$ cat config.mk
export PLATFORM = sky130hd
export DESIGN_NAME = ultrasonic_ranging_beeper
export DESIGN_NICKNAME = d
export VERILOG_FILES = /design/src/rtl/core/urb_pkg.sv /design/src/rtl/core/ultrasonic_ranging_beeper.sv
export VERILOG_INCLUDE_DIRS = /design/src /design/src/rtl/core
export SDC_FILE = /design/constraint.sdc
export NUM_CORES = 1
export LEC_CHECK = 0
export BUFFER_PORTS_ARGS = -buffer_cell sky130_fd_sc_hd__buf_2
export CAP_MARGIN = 10
export CORE_MARGIN = 4
export CORE_UTILIZATION = 47
export DETAILED_ROUTE_END_ITERATION = 10
export GPL_TIMING_DRIVEN = 0
export PLACE_DENSITY_LB_ADDON = 0.1
export SLEW_MARGIN = 5
export SYNTH_ARGS = -nofsm -noshare
export SYNTH_HDL_FRONTEND = slang
export SYNTH_SLANG_ARGS = --single-unit
$ cat constraint.sdc
create_clock -name clk_i -period 7.22 [get_ports clk_i]
set_input_delay 1.444 -clock clk_i [delete_from_list [all_inputs] [get_ports clk_i]]
set_output_delay 1.444 -clock clk_i [all_outputs]
set_load 0.02 [all_outputs]
$ cat src/rtl/core/ultrasonic_ranging_beeper_defines.svh
// Assertion macros shared by the ranging beeper RTL.
// Needs clk_i and rst_ni in the scope of the module that uses them.
`ifndef ULTRASONIC_RANGING_BEEPER_DEFINES_SVH
`define ULTRASONIC_RANGING_BEEPER_DEFINES_SVH

// Property checked on every rising clock edge while out of reset.
`define URB_ASSERT(lbl, prop, msg) \
  lbl: assert property (@(posedge clk_i) disable iff (!rst_ni) prop) else $error(msg);

// Implication checked on every rising clock edge, reset included.
`define URB_ASSERT_ALWAYS(lbl, prop, msg) \
  lbl: assert property (@(posedge clk_i) prop) else $error(msg);

`endif

$ cat src/rtl/core/urb_pkg.sv
// Types, constants and the distance band table of the ultrasonic ranging beeper.
// No dependencies.
`default_nettype none

package urb_pkg;

  localparam int unsigned DIST_BITS = 10;
  localparam logic [DIST_BITS-1:0] DIST_MAX = {DIST_BITS{1'b1}};
  localparam logic [DIST_BITS-1:0] DIST_RESET = DIST_BITS'(999);

  // Ticks / 58 is computed as (ticks >> 1) * ceil(2^20 / 29) >> 20, exact for 15-bit inputs.
  localparam int unsigned    CM_SHIFT = 20;
  localparam logic [15:0]    CM_RECIP = 16'd36158;

  // Configuration register indexes.
  typedef enum logic [2:0] {
    REG_TRIGGER_WIDTH = 3'd0,
    REG_ECHO_TIMEOUT  = 3'd1,
    REG_PAUSE         = 3'd2,
    REG_TICKS_PER_MS  = 3'd3,
    REG_TONE_PERIOD   = 3'd4,
    REG_TONE_HIGH     = 3'd5
  } reg_idx_e;

  typedef enum logic [1:0] {
    PH_TRIGGER = 2'd0,
    PH_WAIT    = 2'd1,
    PH_MEASURE = 2'd2,
    PH_PAUSE   = 2'd3
  } range_phase_e;

  typedef struct packed {
    logic [9:0] on_ms;
    logic [9:0] off_ms;
  } band_t;

  // On and off beep times for a distance in centimeters.
  function automatic band_t pick_band(input logic [DIST_BITS-1:0] dist_cm);
    band_t b;
    priority if (dist_cm <= DIST_BITS'(5)) begin
      b = '{on_ms: 10'd50, off_ms: 10'd0};
    end else if (dist_cm <= DIST_BITS'(10)) begin
      b = '{on_ms: 10'd70, off_ms: 10'd70};
    end else if (dist_cm <= DIST_BITS'(20)) begin
      b = '{on_ms: 10'd90, off_ms: 10'd150};
    end else if (dist_cm <= DIST_BITS'(30)) begin
      b = '{on_ms: 10'd100, off_ms: 10'd250};
    end else if (dist_cm <= DIST_BITS'(50)) begin
      b = '{on_ms: 10'd100, off_ms: 10'd400};
    end else if (dist_cm <= DIST_BITS'(70)) begin
      b = '{on_ms: 10'd50, off_ms: 10'd700};
    end else if (dist_cm <= DIST_BITS'(100)) begin
      b = '{on_ms: 10'd50, off_ms: 10'd1000};
    end else begin
      b = '{on_ms: 10'd0, off_ms: 10'd100};
    end
    return b;
  endfunction

endpackage

`default_nettype wire

$ cat src/rtl/core/ultrasonic_ranging_beeper.sv
// Ultrasonic ranging sequencer and parking beeper, one request per microsecond tick.
// An accepted request's result is in the output register in the cycle after its acceptance.
// Throughput: one request per cycle; the output register takes a new result while the
// previous one is read in the same cycle, so the rate is set by the downstream ready only.
// Reset (rst_ni low, asynchronous): registers to defaults, trigger phase, distance 999.
// Depends on urb_pkg and ultrasonic_ranging_beeper_defines.svh.
`default_nettype none

`include "ultrasonic_ranging_beeper_defines.svh"

module ultrasonic_ranging_beeper (
  input  wire logic        clk_i,
  input  wire logic        rst_ni,
  // Slave side: tdata[0] = echo_level, tdata[7:1] zero.
  input  wire logic        s_axis_tvalid,
  output logic             s_axis_tready,
  input  wire logic [7:0]  s_axis_tdata,
  // Master side: tdata[0] = trigger_level, [1] = tone_level, [11:2] = distance_cm,
  // [12] = distance_update, [15:13] zero.
  output logic             m_axis_tvalid,
  input  wire logic        m_axis_tready,
  output logic [15:0]      m_axis_tdata,
  // Configuration write port.
  input  wire logic        cfg_we_i,
  input  wire logic [2:0]  cfg_idx_i,
  input  wire logic [17:0] cfg_data_i
);

  localparam int unsigned DB = urb_pkg::DIST_BITS;

  // Configuration registers.
  logic [9:0]  trig_width_q, ticks_per_ms_q, tone_period_q, tone_high_q;
  logic [15:0] echo_timeout_q;
  logic [17:0] pause_q;

  // Sequencer and beeper state.
  urb_pkg::range_phase_e phase_q, phase_d;
  logic [17:0] phase_ticks_q, phase_ticks_d;
  logic [15:0] pulse_ticks_q, pulse_ticks_d;
  logic [DB-1:0] dist_q, dist_d;
  logic        beep_on_q, beep_on_d;
  logic [9:0]  ms_count_q, ms_count_d;
  logic [9:0]  sub_ms_q, sub_ms_d;
  logic [9:0]  band_on_q, band_off_q, band_on_d, band_off_d;
  logic [9:0]  carrier_q, carrier_d;

  // Output register.
  logic        out_valid_q;
  logic        out_trig_q, out_tone_q, out_upd_q;
  logic [DB-1:0] out_dist_q;

  logic        accept;
  logic        echo;
  logic        trig, gate, carrier_hi, update_d;
  logic        pattern_start;
  urb_pkg::band_t band_tbl;
  logic [10:0] sub_inc, carrier_inc;
  logic [9:0]  tpm_eff;
  logic        beep_on_mid;
  logic [9:0]  ms_mid;
  logic [18:0] phase_inc;
  logic [17:0] trig_limit, pause_limit;
  logic [15:0] timeout_limit;
  logic [30:0] cm_prod;
  logic [10:0] cm_quot;
  logic [DB-1:0] cm_sat;

  assign echo          = s_axis_tdata[0];
  assign s_axis_tready = !out_valid_q || m_axis_tready;
  assign accept        = s_axis_tvalid && s_axis_tready;

  // Pulse length to centimeters, saturated.
  assign cm_prod = 31'(pulse_ticks_q[15:1]) * 31'(urb_pkg::CM_RECIP);
  assign cm_quot = cm_prod[30:urb_pkg::CM_SHIFT];
  assign cm_sat  = (cm_quot > 11'(urb_pkg::DIST_MAX)) ? urb_pkg::DIST_MAX : cm_quot[DB-1:0];

  assign band_tbl      = urb_pkg::pick_band(dist_q);
  assign tpm_eff       = (ticks_per_ms_q == 10'd0) ? 10'd1 : ticks_per_ms_q;
  assign trig_limit    = (trig_width_q == 10'd0) ? 18'd1 : 18'(trig_width_q);
  assign timeout_limit = (echo_timeout_q == 16'd0) ? 16'd1 : echo_timeout_q;
  assign pause_limit   = (pause_q == 18'd0) ? 18'd1 : pause_q;

  // Beeper and carrier.
  always_comb begin
    pattern_start = beep_on_q && (ms_count_q == 10'd0) && (sub_ms_q == 10'd0);
    band_on_d     = pattern_start ? band_tbl.on_ms  : band_on_q;
    band_off_d    = pattern_start ? band_tbl.off_ms : band_off_q;
    gate          = beep_on_q && (ms_count_q < band_on_d);

    sub_inc = 11'(sub_ms_q) + 11'd1;
    if (sub_inc >= 11'(tpm_eff)) begin
      sub_ms_d = 10'd0;
      ms_mid   = ms_count_q + 10'd1;
    end else begin
      sub_ms_d = sub_inc[9:0];
      ms_mid   = ms_count_q;
    end
    ms_count_d  = ms_mid;
    beep_on_mid = beep_on_q;
    if (beep_on_q && (ms_mid >= band_on_d)) begin
      beep_on_mid = 1'b0;
      ms_count_d  = 10'd0;
      sub_ms_d    = 10'd0;
    end
    beep_on_d = beep_on_mid;
    // The off phase may end in the same tick the on phase ended.
    if (!beep_on_mid && (ms_count_d >= band_off_d)) begin
      beep_on_d  = 1'b1;
      ms_count_d = 10'd0;
      sub_ms_d   = 10'd0;
    end

    carrier_hi  = carrier_q < tone_high_q;
    carrier_inc = 11'(carrier_q) + 11'd1;
    carrier_d   = (carrier_inc >= 11'(tone_period_q)) ? 10'd0 : carrier_inc[9:0];
  end

  // Ranging sequencer: next phase and outputs.
  always_comb begin
    phase_d       = phase_q;
    phase_ticks_d = phase_ticks_q;
    pulse_ticks_d = pulse_ticks_q;
    dist_d        = dist_q;
    update_d      = 1'b0;
    trig          = 1'b0;
    phase_inc     = 19'(phase_ticks_q) + 19'd1;
    unique case (phase_q)
      urb_pkg::PH_TRIGGER: begin
        trig = 1'b1;
        if (phase_inc >= 19'(trig_limit)) begin
          phase_d       = urb_pkg::PH_WAIT;
          phase_ticks_d = 18'd0;
        end else begin
          phase_ticks_d = phase_inc[17:0];
        end
      end
      urb_pkg::PH_WAIT: begin
        if (echo) begin
          phase_d       = urb_pkg::PH_MEASURE;
          pulse_ticks_d = 16'd1;
          phase_ticks_d = 18'd0;
        end else if (phase_inc >= 19'(timeout_limit)) begin
          // A missed echo rise reports distance zero.
          dist_d        = '0;
          update_d      = 1'b1;
          phase_d       = urb_pkg::PH_PAUSE;
          phase_ticks_d = 18'd0;
        end else begin
          phase_ticks_d = phase_inc[17:0];
        end
      end
      urb_pkg::PH_MEASURE: begin
        if (!echo || (pulse_ticks_q >= echo_timeout_q)) begin
          dist_d        = cm_sat;
          update_d      = 1'b1;
          phase_d       = urb_pkg::PH_PAUSE;
          phase_ticks_d = 18'd0;
        end else begin
          pulse_ticks_d = pulse_ticks_q + 16'd1;
        end
      end
      urb_pkg::PH_PAUSE: begin
        if (phase_inc >= 19'(pause_limit)) begin
          phase_d       = urb_pkg::PH_TRIGGER;
          phase_ticks_d = 18'd0;
        end else begin
          phase_ticks_d = phase_inc[17:0];
        end
      end
      default: begin
        phase_d = urb_pkg::PH_TRIGGER;
      end
    endcase
  end

  always_ff @(posedge clk_i or negedge rst_ni) begin
    if (!rst_ni) begin
      phase_q <= urb_pkg::PH_TRIGGER;
    end else if (accept) begin
      phase_q <= phase_d;
    end
  end

  always_ff @(posedge clk_i or negedge rst_ni) begin
    if (!rst_ni) begin
      trig_width_q   <= 10'd10;
      echo_timeout_q <= 16'd50000;
      pause_q        <= 18'd60000;
      ticks_per_ms_q <= 10'd1000;
      tone_period_q  <= 10'd1000;
      tone_high_q    <= 10'd500;
    end else if (cfg_we_i) begin
      unique case (urb_pkg::reg_idx_e'(cfg_idx_i))
        urb_pkg::REG_TRIGGER_WIDTH: trig_width_q   <= cfg_data_i[9:0];
        urb_pkg::REG_ECHO_TIMEOUT:  echo_timeout_q <= cfg_data_i[15:0];
        urb_pkg::REG_PAUSE:         pause_q        <= cfg_data_i;
        urb_pkg::REG_TICKS_PER_MS:  ticks_per_ms_q <= cfg_data_i[9:0];
        urb_pkg::REG_TONE_PERIOD:   tone_period_q  <= cfg_data_i[9:0];
        urb_pkg::REG_TONE_HIGH:     tone_high_q    <= cfg_data_i[9:0];
        default: ;
      endcase
    end
  end

  always_ff @(posedge clk_i or negedge rst_ni) begin
    if (!rst_ni) begin
      phase_ticks_q <= 18'd0;
      pulse_ticks_q <= 16'd0;
      dist_q        <= urb_pkg::DIST_RESET;
      beep_on_q     <= 1'b1;
      ms_count_q    <= 10'd0;
      sub_ms_q      <= 10'd0;
      band_on_q     <= 10'd0;
      band_off_q    <= 10'd0;
      carrier_q     <= 10'd0;
    end else if (accept) begin
      phase_ticks_q <= phase_ticks_d;
      pulse_ticks_q <= pulse_ticks_d;
      dist_q        <= dist_d;
      beep_on_q     <= beep_on_d;
      ms_count_q    <= ms_count_d;
      sub_ms_q      <= sub_ms_d;
      band_on_q     <= band_on_d;
      band_off_q    <= band_off_d;
      carrier_q     <= carrier_d;
    end
  end

  always_ff @(posedge clk_i or negedge rst_ni) begin
    if (!rst_ni) begin
      out_valid_q <= 1'b0;
    end else if (accept) begin
      out_valid_q <= 1'b1;
    end else if (m_axis_tready) begin
      out_valid_q <= 1'b0;
    end
  end

  always_ff @(posedge clk_i) begin
    if (accept) begin
      out_trig_q <= trig;
      out_tone_q <= gate && carrier_hi;
      out_dist_q <= dist_d;
      out_upd_q  <= update_d;
    end
  end

  assign m_axis_tvalid = out_valid_q;
  assign m_axis_tdata  = {3'b000, out_upd_q, out_dist_q, out_tone_q, out_trig_q};

  `URB_ASSERT(a_result_follows, accept |=> out_valid_q, "accepted request left no result")
  `URB_ASSERT_ALWAYS(a_stall_only_when_full, !s_axis_tready |-> (out_valid_q && !m_axis_tready),
    "input stalled without a pending result")
  `URB_ASSERT(a_update_enters_pause, (accept && update_d) |=> (phase_q == urb_pkg::PH_PAUSE),
    "distance stored without moving to pause")
  `URB_ASSERT(a_trigger_no_update, (out_valid_q && out_trig_q) |-> !out_upd_q,
    "distance update during trigger pulse")

endmodule

`default_nettype wire
==> results by stage <==
Final layout:
- The post-route netlist has 10.3% of its cells at a drive strength greater than 1.
- The repair_antennas step left the layout with diodes totalling 0.
- The filler cells instantiated in the layout total 3232.
- At the end of the flow, the number of nets in the layout was roughly 2.2k.
- At the end of the flow the core is filled with cells to ~52%.
- The post-synthesis to final-layout area growth is 9.22%.
- The post-route cell area is ~18000 um^2.

Worst setup path:
- For this run, the slowest stage of the critical path takes 0.58 ns.
- The maximum net fanout on the critical path is 10.
- At the worst endpoint, the required time is 7.62 ns.
- The slowest stage cell on the critical path is sky130_fd_sc_hd__or4b_4.
- In this run the number of cells on the critical path is 29.
- The arrival time reported for the critical path endpoint is 7.15 ns.
- STA classifies the critical path startpoint as a flip-flop.
- The worst register-to-register path has a depth of 29.
- The cell family contributing the most delay on the critical path is compound AO/OA/AOI/OAI gates.
- STA classifies the critical path endpoint as a flip-flop.
- The number of buffer and inverter instances along the worst setup path is 3.
- The critical path in this run is classified as reg -> reg.

GRT:
- The total overflow left after global routing is 0.
- The number of antenna violations at the first check in global routing came to 0.
- Entering global routing, the biggest net connects 93 pins.
- The first global-routing pass estimated 68000 um of wire.
- The global routing usage summed across all routing layers is 23.1%.
- The via count of the first global-routing pass is 12.9k.

Logic synthesis:
- Sorting the synthesized cells by area gives the leading types as sky130_fd_sc_hd__dfrtp_1, sky130_fd_sc_hd__ha_1, sky130_fd_sc_hd__fa_1, sky130_fd_sc_hd__dfstp_2, sky130_fd_sc_hd__inv_1.
- Synthesis produced a netlist whose cell count is 1743.
- The number of warning messages in the yosys log is 0.
- Of the post-synthesis cell area, the part taken by muxes is 2.16%.
- The synthesized area per cell is 9.25 um^2.
- The number of synthesized flops with an enable pin is 13.
- In the synthesized netlist the async set-or-reset flop fraction comes to 93.0%.
- The post-synthesis cell area is 16100 um^2.
- Among all flip-flop cells after synthesis, the most frequent one is sky130_fd_sc_hd__dfrtp_1.
- For this run, the register share of the synthesized area comes to between 20% and 30%.
- The synthesized-area fraction occupied by adder cells is between 20 and 30%.
- The synthesized netlist devotes 2.93% of its cell area to XOR and XNOR gates.
- Summing the areas of all and, or, nand and nor instances in the mapped netlist gives about 15% of the synthesized area.
- The count of different cell masters after synthesis is between 80 and 90.
- The compound-gate portion of the synthesized area is between 10% and 20%.
- Summed over its instances, the top area cell type makes up around a fifth of the synthesized netlist area.
- After synthesis, the largest family of logic cells by area is adder cells.
- The synthesis-stage register bit count is 185.
- The synthesized design spends more area on one cell type than any other, namely sky130_fd_sc_hd__dfrtp_1.

Power:
- Across the VDD grid, the largest voltage drop is 337 uV.
- In this run the power spent charging and discharging nets is 2.63 mW.
- The post-layout total power is 5.71 mW.
- The part of the power in registers is 27.0%.
- Of the total power, combinational logic draws 55.7%.
- Net switching is 46.1% of the power.
- The internal portion of the total power is 3.08 mW.
- The clock network is responsible for 17.3% of the overall power.
- The static leakage power is 8.94 nW.
- Dividing total power by cell area gives a power density of 324 nW/um^2.

Detailed routing:
- For this run, the detailed router's first-pass iteration total came to 7.
- The DRC violation count after routing is 0.
- The final route contains 12.7k vias.
- The via count normalized by instance count is 5.58.
- The post-route antenna net violation count is 0.
- The total wirelength of the detailed-routed design is 40700 um.
- The routed metal-1 wirelength is 19200 um.
- The count of routing violations after the opening detailed-route iteration is roughly 850.
- The met3 wire length is 1340 um.
- The routed wire length on met2 is 19300 um.
- The post-detailed-route wirelength per cell is 17.9 um.
- The highest metal layer carrying signal wires in the routed design is met4.

STA:
- Setup repair after global routing left no endpoint under its margin.
- The fraction of the cycle the final worst path needs is 93.6%.
- The count of endpoints failing hold in the final timing report is 0.
- Between clock sinks in the finished design, the worst skew comes to about 0.018 ns.
- In this run the tightest slew margin relative to its limit is 27.7%.
- The minimum period implied by the final worst setup slack is around 6.8 ns.
- The number of pins with negative max-slew slack in the final report is 0.
- The maximum achievable frequency is roughly 0.15 GHz.
- The measured slew at the worst slew-check pin is 1.08 ns.
- Setup violations remaining at the end of the flow were counted as 0.

Clock network:
- The clock edge transition at the registers on the reported setup and hold paths is roughly 0.08 ns.
- The deepest level of the CTS H-tree is 4.
- The number of buffers added to fix hold violations after cts is 0.
- The clock insertion delay at the later pin of the skew report is 0.47 ns.
- The longest clock path from root to sink contains 2 buffers.
- The total clock buffers created by CTS is 17.
- The clock drives 185 sinks.
- TritonCTS built the clock tree.
- In this run the clock root is driven by a sky130_fd_sc_hd__clkbuf_16.

Floorplan:
- The count of boundary I/O pins is 52.
- The overall die area is ~37000 um^2.
- The die outline height is 193 um.
- The chip width is 193 um.
- After floorplanning, the core was sized to cover 33700 um^2.
- The number of core rows is 67.
- The starting density of the core is between 40% and 50%.

Min path:
- The worst hold path was traced through 2 stages.
- The worst hold path class is reg -> reg.

Outcome:
- The run finished with clean final reports.

Placement:
- The half-perimeter wire length of the detailed placement result is 31600 um.
- The instance area at placement is about 17000 um^2.
- At the end of routability-driven placement, the weighted congestion stood at 0.862.
- Input and output buffers added on the ports amount to 39.

Flow run:
- The tool flagged a number of max-cap violations equal to 0.
## through the flow
stage	std cells	TNS (ns)	worst slack (ns)	hold WS (ns)
6_report	2267	0	0.465	0.483
2_1_floorplan	1745	0	1.08	0.439
3_5_place_dp	2233	-0.650	-0.108	0.467
3_3_place_gp	2232	-0.0159	-0.0159	0.461
4_1_cts	2265	0	0.0807	0.487
5_1_grt	2267	0	0.0689	0.505
## cell families after synthesis
group	after synthesis
AOI/OAI and AO/OA	354
xor gates and xnor gates	54
adders and majority gates	321
buffers and inverters	326
DFF	185
muxes	31
other	1
and+or+nand+nor	471
## sequential cells by signal, summed over array words and instances, names as in the netlist, 16 cells and up
register / flops
echo_timeout_q: 16
pause_q: 18
phase_ticks_q: 18
pulse_ticks_q: 16
## synthesized netlist by cell type (6+ instances only)
cell type and number:
sky130_fd_sc_hd__inv_1 270, sky130_fd_sc_hd__ha_1 242, sky130_fd_sc_hd__nand2_1 173, sky130_fd_sc_hd__dfrtp_1 130
sky130_fd_sc_hd__o21ai_0 84, sky130_fd_sc_hd__fa_1 79, sky130_fd_sc_hd__nor2_1 61, sky130_fd_sc_hd__a21oi_1 55
sky130_fd_sc_hd__nand3_1 49, sky130_fd_sc_hd__dfstp_2 42, sky130_fd_sc_hd__clkbuf_1 40, sky130_fd_sc_hd__o21ai_1 38
sky130_fd_sc_hd__xnor2_1 38, sky130_fd_sc_hd__a21o_1 36, sky130_fd_sc_hd__nor3_1 31, sky130_fd_sc_hd__mux2_2 26
sky130_fd_sc_hd__nor2b_1 24, sky130_fd_sc_hd__a22o_1 23, sky130_fd_sc_hd__nand2b_1 19, sky130_fd_sc_hd__nand4_1 18
sky130_fd_sc_hd__and3_1 17, sky130_fd_sc_hd__nor4_1 16, sky130_fd_sc_hd__xor2_1 16, sky130_fd_sc_hd__and2_1 13
sky130_fd_sc_hd__edfxtp_1 13, sky130_fd_sc_hd__o211ai_1 13, sky130_fd_sc_hd__a31oi_1 11, sky130_fd_sc_hd__or3_1 11
sky130_fd_sc_hd__a22oi_1 10, sky130_fd_sc_hd__o21a_1 9, sky130_fd_sc_hd__a2111oi_0 7, sky130_fd_sc_hd__a211oi_1 7
sky130_fd_sc_hd__buf_4 7, sky130_fd_sc_hd__o22ai_1 7, sky130_fd_sc_hd__and4_1 6, sky130_fd_sc_hd__nor3b_1 6
sky130_fd_sc_hd__o2111ai_1 6
## area by class of cell
type | instances | area (um^2) | share of cell area (%)
timing repair buffer | 43 | 255 | 1.45
multi-input combinational | 1234 | 10200 | 57.8
clock buffer | 18 | 439 | 2.49
sequential | 185 | 4750 | 27.0
buffer | 53 | 241 | 1.37
inverter | 272 | 1020 | 5.80
clock inverter | 14 | 163 | 0.924
tap | 448 | 561 | 3.18
## worst register-to-register path, delay by kind of cell, from the launching register on
family / cells / cell delay [ns]
flip-flops: 1 / 0.46
adder cells (fa/ha/maj): 4 / 0.98
AND/OR/NAND/NOR: 8 / 1.81
multiplexers: 1 / 0.26
AO/OA/AOI/OAI: 13 / 2.68
buffers and inverters: 3 / 0.50
## final timing paths
path,start,endpoint,slack [ns]
min reg2reg,band_on_q[6],band_on_q[6],0.48
min,band_on_q[6],band_on_q[6],0.48
max reg2reg,sub_ms_q[0],sub_ms_q[2],0.46
max in group asynchronous,rst_ni,pause_q[13],5.26
min in group asynchronous,rst_ni,carrier_q[1],0.97
max,sub_ms_q[0],sub_ms_q[2],0.46
## metal layers
metal,up-vias,track usage [%]
met5,-,0
met4,0,6.48
met3,50,3.01
met2,225,38.2
met1,6252,32.1
li1,6134,-
## timing repair
item / in CTS / in global routing
gates resized for setup: 2 / 20
endpoints found under the setup margin: 11 / 20
pin swaps: 0 / 2
buffers inserted: 0 / 3
endpoints found under the hold margin: 0 / 0
cloned: 0 / 0
## power groups by stage
stage          Clock (mW)  Sequential (mW)  Combinational (mW)
2_1_floorplan           0             1.48                2.36
3_3_place_gp            0             1.55                3.10
3_5_place_dp            0             1.56                3.18
4_1_cts              1.01             1.54                3.23
5_1_grt              1.05             1.58                3.75
6_report            0.987             1.54                3.18
## cell usage in the layout, fill, tap and decap left out, types with 7 or more instances in the layout
| cell | n |
|---|---|
| sky130_fd_sc_hd__edfxtp_1 | 13 |
| sky130_fd_sc_hd__ha_1 | 242 |
| sky130_fd_sc_hd__o21a_1 | 9 |
| sky130_fd_sc_hd__o211ai_1 | 13 |
| sky130_fd_sc_hd__or3_1 | 11 |
| sky130_fd_sc_hd__buf_4 | 10 |
| sky130_fd_sc_hd__nor2_1 | 61 |
| sky130_fd_sc_hd__dfrtp_1 | 128 |
| sky130_fd_sc_hd__dfstp_2 | 42 |
| sky130_fd_sc_hd__nand4_1 | 18 |
| sky130_fd_sc_hd__nand3_1 | 49 |
| sky130_fd_sc_hd__nand2b_1 | 19 |
| sky130_fd_sc_hd__xnor2_1 | 36 |
| sky130_fd_sc_hd__nor4_1 | 16 |
| sky130_fd_sc_hd__o21ai_1 | 39 |
| sky130_fd_sc_hd__buf_2 | 43 |
| sky130_fd_sc_hd__clkbuf_16 | 17 |
| sky130_fd_sc_hd__o21ai_0 | 83 |
| sky130_fd_sc_hd__a211oi_1 | 7 |
| sky130_fd_sc_hd__mux2_2 | 26 |
| sky130_fd_sc_hd__and2_1 | 13 |
| sky130_fd_sc_hd__xor2_1 | 16 |
| sky130_fd_sc_hd__nor3_1 | 30 |
| sky130_fd_sc_hd__and3_1 | 17 |
| sky130_fd_sc_hd__clkbuf_1 | 36 |
| sky130_fd_sc_hd__o22ai_1 | 7 |
| sky130_fd_sc_hd__nand2_1 | 173 |
| sky130_fd_sc_hd__inv_1 | 270 |
| sky130_fd_sc_hd__a21o_1 | 36 |
| sky130_fd_sc_hd__a31oi_1 | 11 |
| sky130_fd_sc_hd__a22oi_1 | 10 |
| sky130_fd_sc_hd__a21oi_1 | 55 |
| sky130_fd_sc_hd__fa_1 | 79 |
| sky130_fd_sc_hd__a22o_1 | 23 |
| sky130_fd_sc_hd__nor2b_1 | 24 |
Note: power is estimated with default switching activity, not from simulation.
